### config.mk
export PLATFORM = sky130hd
export DESIGN_NAME = capture_ring_period_meter
export DESIGN_NICKNAME = d
export VERILOG_FILES = /design/src/hw/rtl/crpm_pkg.sv /design/src/hw/rtl/crpm_step_logic.sv /design/src/hw/rtl/capture_ring_period_meter.sv
export SDC_FILE = /design/constraint.sdc
export NUM_CORES = 1
export LEC_CHECK = 0
export BUFFER_PORTS_ARGS = -buffer_cell sky130_fd_sc_hd__buf_4
export CAP_MARGIN = 20
export CORE_MARGIN = 2
export CORE_UTILIZATION = 60
export CTS_BUF_LIST = sky130_fd_sc_hd__clkbuf_8
export DETAILED_ROUTE_END_ITERATION = 16
export PLACE_DENSITY = 0.84
export SLEW_MARGIN = 30
export SYNTH_ARGS = -nofsm -noshare
export SYNTH_HDL_FRONTEND = slang
export SYNTH_HIERARCHICAL = 1
export SYNTH_SLANG_ARGS = --single-unit
### constraint.sdc
create_clock -name clk -period 5.35 [get_ports clk]
set_input_delay 0.535 -clock clk [delete_from_list [all_inputs] [get_ports clk]]
set_output_delay 0.535 -clock clk [all_outputs]
set_load 0.02 [all_outputs]
### src/hw/rtl/crpm_pkg.sv
// package: constants, codes and shared types of the capture ring period meter
package crpm_pkg;

    localparam int RING_DEPTH = 8;
    localparam int PTR_W      = $clog2(RING_DEPTH);
    localparam int CAP_W      = 16;
    localparam int OVF_W      = 6;
    localparam int EXT_W      = CAP_W + OVF_W;
    localparam int EDGE_W     = 3;

    localparam logic [PTR_W:0]   DEPTH_V  = (PTR_W + 1)'(RING_DEPTH);
    localparam logic [PTR_W-1:0] PTR_LAST = PTR_W'(RING_DEPTH - 1);

    typedef enum logic {
        OP_CAPTURE = 1'b0,
        OP_TICK    = 1'b1
    } op_t;

    typedef struct packed {
        logic [PTR_W-1:0] write_pointer;
        logic [PTR_W-1:0] index_at_last_tick;
        logic [OVF_W-1:0] overflow_count;
        logic [EXT_W-1:0] last_extended_capture;
        logic [CAP_W-1:0] newest_capture;
        logic [CAP_W-1:0] older_capture;
    } crpm_state_t;

    typedef struct packed {
        logic              has_result;
        logic [EXT_W-1:0]  period;
        logic [EDGE_W-1:0] edge_count;
        logic              late_capture;
        logic              period_valid;
    } crpm_result_t;

endpackage

### src/hw/rtl/crpm_step_logic.sv
// combinational update of meter state and tick result for one registered event
module crpm_step_logic (
    input  crpm_pkg::op_t                op,
    input  logic [crpm_pkg::CAP_W-1:0]   capture_value,
    input  logic                         counter_in_upper_half,
    input  crpm_pkg::crpm_state_t        state,
    output crpm_pkg::crpm_state_t        state_next,
    output crpm_pkg::crpm_result_t       result
);

    logic [crpm_pkg::PTR_W-1:0] edges;
    logic [31:0]                edges_wide;
    logic                       any_edge;
    logic                       low_half;
    logic                       late;
    logic [crpm_pkg::OVF_W-1:0] hi;
    logic [crpm_pkg::EXT_W-1:0] cap_new;
    logic [crpm_pkg::EXT_W-1:0] cap_ref;
    logic [crpm_pkg::EXT_W-1:0] diff;

    always_comb
    begin
        if (state.write_pointer >= state.index_at_last_tick)
        begin
            edges = state.write_pointer - state.index_at_last_tick;
        end
        else
        begin
            edges = crpm_pkg::PTR_W'({1'b0, state.write_pointer} + crpm_pkg::DEPTH_V
                                     - {1'b0, state.index_at_last_tick});
        end
        edges_wide = 32'(edges);
        any_edge   = (edges != '0);
        low_half   = !counter_in_upper_half;
        late       = any_edge && low_half && (state.newest_capture < state.older_capture);
        hi         = late ? state.overflow_count + crpm_pkg::OVF_W'(1) : state.overflow_count;
        cap_new    = {hi, state.newest_capture};
        if (edges == crpm_pkg::PTR_W'(1))
        begin
            cap_ref = state.last_extended_capture;
        end
        else
        begin
            cap_ref = {state.overflow_count, state.older_capture};
        end
        diff = cap_new - cap_ref;

        state_next = state;
        result     = '0;
        case (op)
            crpm_pkg::OP_CAPTURE:
            begin
                state_next.older_capture  = state.newest_capture;
                state_next.newest_capture = capture_value;
                state_next.write_pointer  = (state.write_pointer == crpm_pkg::PTR_LAST)
                                            ? '0
                                            : state.write_pointer + crpm_pkg::PTR_W'(1);
            end
            crpm_pkg::OP_TICK:
            begin
                state_next.index_at_last_tick = state.write_pointer;
                if (any_edge)
                begin
                    state_next.last_extended_capture = cap_new;
                end
                if (low_half)
                begin
                    state_next.overflow_count = state.overflow_count + crpm_pkg::OVF_W'(1);
                end
                result.has_result   = 1'b1;
                result.period       = any_edge ? diff : '0;
                result.edge_count   = edges_wide[crpm_pkg::EDGE_W-1:0];
                result.late_capture = late;
                result.period_valid = any_edge;
            end
            default:
            begin
                state_next = state;
            end
        endcase
    end

endmodule

### src/hw/rtl/capture_ring_period_meter.sv
// top level of the capture ring period meter
//
// item channel (item_valid/item_ready) carries events: op = capture stores
// capture_value as the newest ring capture, op = tick asks for a measurement
// and reports whether the free counter is in its upper half.
// result channel (result_valid/result_ready) carries one result per tick:
// period modulo 2^22, edges since the previous tick, late-capture flag and
// period_valid. captures give no result.
// an event is registered in the input register at its transfer and processed
// from there; a tick's result is then registered in the result register.
// throughput: one event per cycle while no held result stalls a tick, set by the
// single input register feeding the update logic and the result register.
// at reset the pointers, overflow count and remembered capture clear, and the
// ring reads as all zero. while the receiver stalls, a held result holds the
// next tick in the input register and events behind it wait; captures ahead
// of that tick keep being taken.
module capture_ring_period_meter (
    input  logic                               clk,
    input  logic                               rst_n,
    input  logic                               item_valid,
    output logic                               item_ready,
    input  logic                               op,
    input  logic [crpm_pkg::CAP_W-1:0]         capture_value,
    input  logic                               counter_in_upper_half,
    output logic                               result_valid,
    input  logic                               result_ready,
    output logic [crpm_pkg::EXT_W-1:0]         period,
    output logic [crpm_pkg::EDGE_W-1:0]        edge_count,
    output logic                               late_capture,
    output logic                               period_valid
);

    logic                        in_valid_reg;
    crpm_pkg::op_t               in_op_reg;
    logic [crpm_pkg::CAP_W-1:0]  in_value_reg;
    logic                        in_upper_reg;
    crpm_pkg::crpm_state_t       state_reg;
    crpm_pkg::crpm_state_t       state_next;
    crpm_pkg::crpm_result_t      step_result;
    crpm_pkg::crpm_result_t      result_reg;
    logic                        out_valid_reg;
    logic                        stage_advance;
    logic                        item_transfer;

    assign stage_advance = in_valid_reg
                           && ((in_op_reg == crpm_pkg::OP_CAPTURE) || !out_valid_reg
                               || result_ready);
    assign item_ready    = !in_valid_reg || stage_advance;
    assign item_transfer = item_valid && item_ready;

    crpm_step_logic u_step (
        .op                    (in_op_reg),
        .capture_value         (in_value_reg),
        .counter_in_upper_half (in_upper_reg),
        .state                 (state_reg),
        .state_next            (state_next),
        .result                (step_result)
    );

    always_ff @(posedge clk or negedge rst_n)
    begin
        if (!rst_n)
        begin
            in_valid_reg  <= 1'b0;
            out_valid_reg <= 1'b0;
            state_reg     <= '0;
        end
        else
        begin
            if (item_ready)
            begin
                in_valid_reg <= item_valid;
            end
            if (stage_advance)
            begin
                state_reg <= state_next;
            end
            if (stage_advance && step_result.has_result)
            begin
                out_valid_reg <= 1'b1;
            end
            else if (result_ready)
            begin
                out_valid_reg <= 1'b0;
            end
        end
    end

    always_ff @(posedge clk)
    begin
        if (item_transfer)
        begin
            in_op_reg    <= crpm_pkg::op_t'(op);
            in_value_reg <= capture_value;
            in_upper_reg <= counter_in_upper_half;
        end
        if (stage_advance && step_result.has_result)
        begin
            result_reg <= step_result;
        end
    end

    assign result_valid = out_valid_reg;
    assign period       = result_reg.period;
    assign edge_count   = result_reg.edge_count;
    assign late_capture = result_reg.late_capture;
    assign period_valid = result_reg.period_valid;

    a_no_edge_zero: assert property (@(posedge clk) disable iff (!rst_n)
        (out_valid_reg && !result_reg.period_valid)
        |-> (result_reg.period == '0 && !result_reg.late_capture))
        else $error("result without edges carries nonzero period or late flag");

    a_capture_moves_ptr: assert property (@(posedge clk) disable iff (!rst_n)
        (stage_advance && in_op_reg == crpm_pkg::OP_CAPTURE)
        |=> (state_reg.write_pointer != $past(state_reg.write_pointer)))
        else $error("capture did not advance write pointer");

    a_low_tick_ovf: assert property (@(posedge clk) disable iff (!rst_n)
        (stage_advance && in_op_reg == crpm_pkg::OP_TICK && !in_upper_reg)
        |=> (state_reg.overflow_count
             == $past(state_reg.overflow_count) + crpm_pkg::OVF_W'(1)))
        else $error("low-half tick did not advance overflow count");

    a_tick_result: assert property (@(posedge clk) disable iff (!rst_n)
        (stage_advance && in_op_reg == crpm_pkg::OP_TICK) |=> out_valid_reg)
        else $error("tick produced no result");

endmodule
==> impl_results.md <==
- Cell variety after synth: 60
- Layout area overhead: 10.0%
- Num Clock Sinks: approximately 110
- Sum Neg Setup Slack: 0 ps
- Sw power: ~2.2 mW
- Yosys top cell area share: 0.213
- Cell area after synthesis: ~8000 sq um
- Startpoint Class: register
- Wire length on met2: 8.17 mm
- Cell accounting for the most synthesized area: dfrtp_1
- CP Data Arrival Time: 4530 ps
- Pwr Total: approximately 5.2 mW
- Vias/cell: 6.17
- RePlAce Congestion: between 0.8 and 0.9
- Largest net degree at the start of global routing: 115
- Vias in the first global route: between 6000 and 7000
- Drt pass-1 iters: 5
- Pint: approximately 3 mW
- Gate count of the mapped netlist: between 800 and 900
- Core area: around 13000 sq um
- Most frequent cells in the layout: nand2_1, nand2b_1, o211ai_1
- Final Net Count: 916
- Die extent in y: 119 um
- Fin crit share: 0.813
- Max-slew violations: 0
- Worst hold slack: about 57 ps
- H-Tree Depth: 4
- Post-cts sizing count: 0
- #FFs+latches synth: roughly 110
- Crit Path Class: register to register
- Post-synth top flop: dfrtp_1
- Residual DRC: 0
- Slew Limit Headroom: 0.374
- Die W: ~120 um
- Via count: ~6400
- Syn avg cell area: roughly 9.5 sq um
- Clk root buf: clkbuf_8
- Row cnt: between 40 and 50
- Final setup fails: 0
- Worst setup EP type: register
- Num ports: between 50 and 60
- Fmax: around 230 MHz
- Unrepaired setup endpoints after global routing: false
- Worst Skew: between 8 and 9 ps
- CTS tree: done
- Commonest non-fill, non-tap cell in the layout: nand2_1
- Outcome: complete, no violations
- Placed insts: about 1000
- Final WL: approximately 18 mm
- Clock Power Share: 0.178
- Hold buffers post-CTS: 0
- Number of port buffers: 50
- Highest routing layer actually used: met4
- Synth warnings: 6
- Initial antenna violation count: 0
- Drt wl/cell: 17.0 um
- CP max FO: 8
- DIE AREA: approximately 14000 sq um
- Layout cells sized above 1: 0.164
- Largest cells by area after synthesis: dfrtp_1, edfxtp_1, nand4b_1, o211ai_1, ha_1
- Sw frac: 0.430
- Fin cells: 1041
- GR Util All Layers: 0.264
- Pleak: approximately 3.7 nW
- Final Critical Period: ~4400 ps
- Final Hold Fails: 0
- R2R Path Start: state_reg[30]
- Dpl hpwl: ~11 mm
- CP startpoint: state_reg[30]
- Antenna viol nets, final: 0
- VDD IR max: roughly 0.23 mV
- Post-CTS setup buffers: 0
- Worst endpoint required time: between 5000 and 6000 ps
- Diodes inserted: 0
- Initial Util: 0.608
- Net count after synthesis: ~900
- Routed wl met3: about 1.0 mm
- Max reg flops: 66
- # Max-Cap Violations: 0
- Sequential area share after synthesis: 0.382
- PwrDens: around 600 nW/um^2
- GRT overflow: 0
- FFs w/ async S/R, synth: 0.602
- Max clock buf depth: 2
- Number of synthesized flops with an enable pin: 45
- Clk pin slew, worst setup/hold paths: 70 ps
- CTS buffer count: 17
- Wl on met1: 8.18 mm
- Clock latency on the worst-skew pair: 450 ps
- First-pass GRT wire length: between 30 and 40 mm
- DR iter-0 viols: 539
- Hold WC Path Type: input pin to asynchronous set/reset pin
- Worst-Margin Slew: 939 ps
- Share of power burned in registers: 0.286
- Logic pwr share: 0.536
[per-stage QoR]
| step | area (sq um) | util | worst slack, ps |
|---|---|---|---|
| after floorplan | 7980 | - | 1380 |
| after global placement | 8320 | 0.633 | 1200 |
| after detailed placement | 8330 | 0.634 | 1100 |
| after CTS | 8780 | 0.668 | 1030 |
| after global routing | 8780 | 0.668 | 730 |
| final | 8780 | 0.668 | 1000 |
[worst max-delay path, cell delays in order (launching register included)]
cell,delay [ps]
dfrtp_1,460
ha_1,350
a21oi_1,170
nand2_1,80
a211o_1,290
or4_1,750
nor2_4,190
mux2_1,360
ha_1,410
nand2_1,70
or4_1,520
o221ai_1,230
xnor2_1,160
nor2_1,60
[routing by layer]
metal	global-route usage	up-vias
met5	0	-
met4	0.0926	0
met3	0.0675	31
met2	0.404	210
met1	0.367	3112
li1	-	3073
[cells in the mapped netlist, types with 4 or more instances]
| cell | n |
|---|---|
| nor2b_1 | 5 |
| o211ai_1 | 68 |
| o21a_1 | 5 |
| mux2_2 | 37 |
| nand2b_1 | 70 |
| and3_1 | 6 |
| buf_6 | 9 |
| nand3_1 | 10 |
| dfrtp_1 | 68 |
| buf_1 | 7 |
| ha_1 | 40 |
| o21ai_0 | 14 |
| inv_1 | 29 |
| nor2_1 | 31 |
| buf_4 | 4 |
| nand2_1 | 132 |
| xor2_1 | 14 |
| edfxtp_1 | 45 |
| clkbuf_1 | 30 |
| a21oi_1 | 19 |
| buf_2 | 12 |
| nor3_1 | 7 |
| a211oi_1 | 6 |
| nand4_1 | 4 |
| a21o_1 | 13 |
| nand4b_1 | 66 |
| xnor2_1 | 13 |
| mux2i_1 | 20 |
[kinds of logic after synthesis]
kind of cell,count (synthesis),share of synthesized area
xor gates and xnor gates,28,0.0317
muxes,59,0.0801
adders and majority gates,42,0.0677
DFF,113,0.382
AOI/OAI and AO/OA,148,0.132
and+or+nand+nor,354,0.250
buffers and inverters,93,0.0559
[power groups by stage]
stage / Clock [mW] / Combinational [mW] / Sequential (mW)
final: 0.927 / 2.79 / 1.49
after global routing: 0.981 / 3.08 / 1.53
after CTS: 0.941 / 2.75 / 1.48
after detailed placement: 0 / 2.72 / 1.50
after global placement: 0 / 2.67 / 1.49
after floorplan: 0 / 2.08 / 1.49
[worst paths after layout]
check,endpoint,cells after the start,slack (ps)
worst max-delay path,period[19],13,1000
worst min-delay path,state_reg[58],1,60
worst max register to register,period[19],13,1000
worst min register to register,state_reg[48],2,550
max in group asynchronous,in_valid_reg,1,4790
min in group clk,in_value_reg[5],1,250
[area by class of cell]
class / count / area (sq um)
multi-input cells: 631 / 4500
clock inverters: 13 / 190
repair buffers: 58 / 439
flip-flops and latches: 113 / 3060
inverters: 31 / 116
clock buffers: 19 / 262
well taps: 176 / 220
fillers: 1044 / 4360
Note: power is estimated with default switching activity, not from simulation.
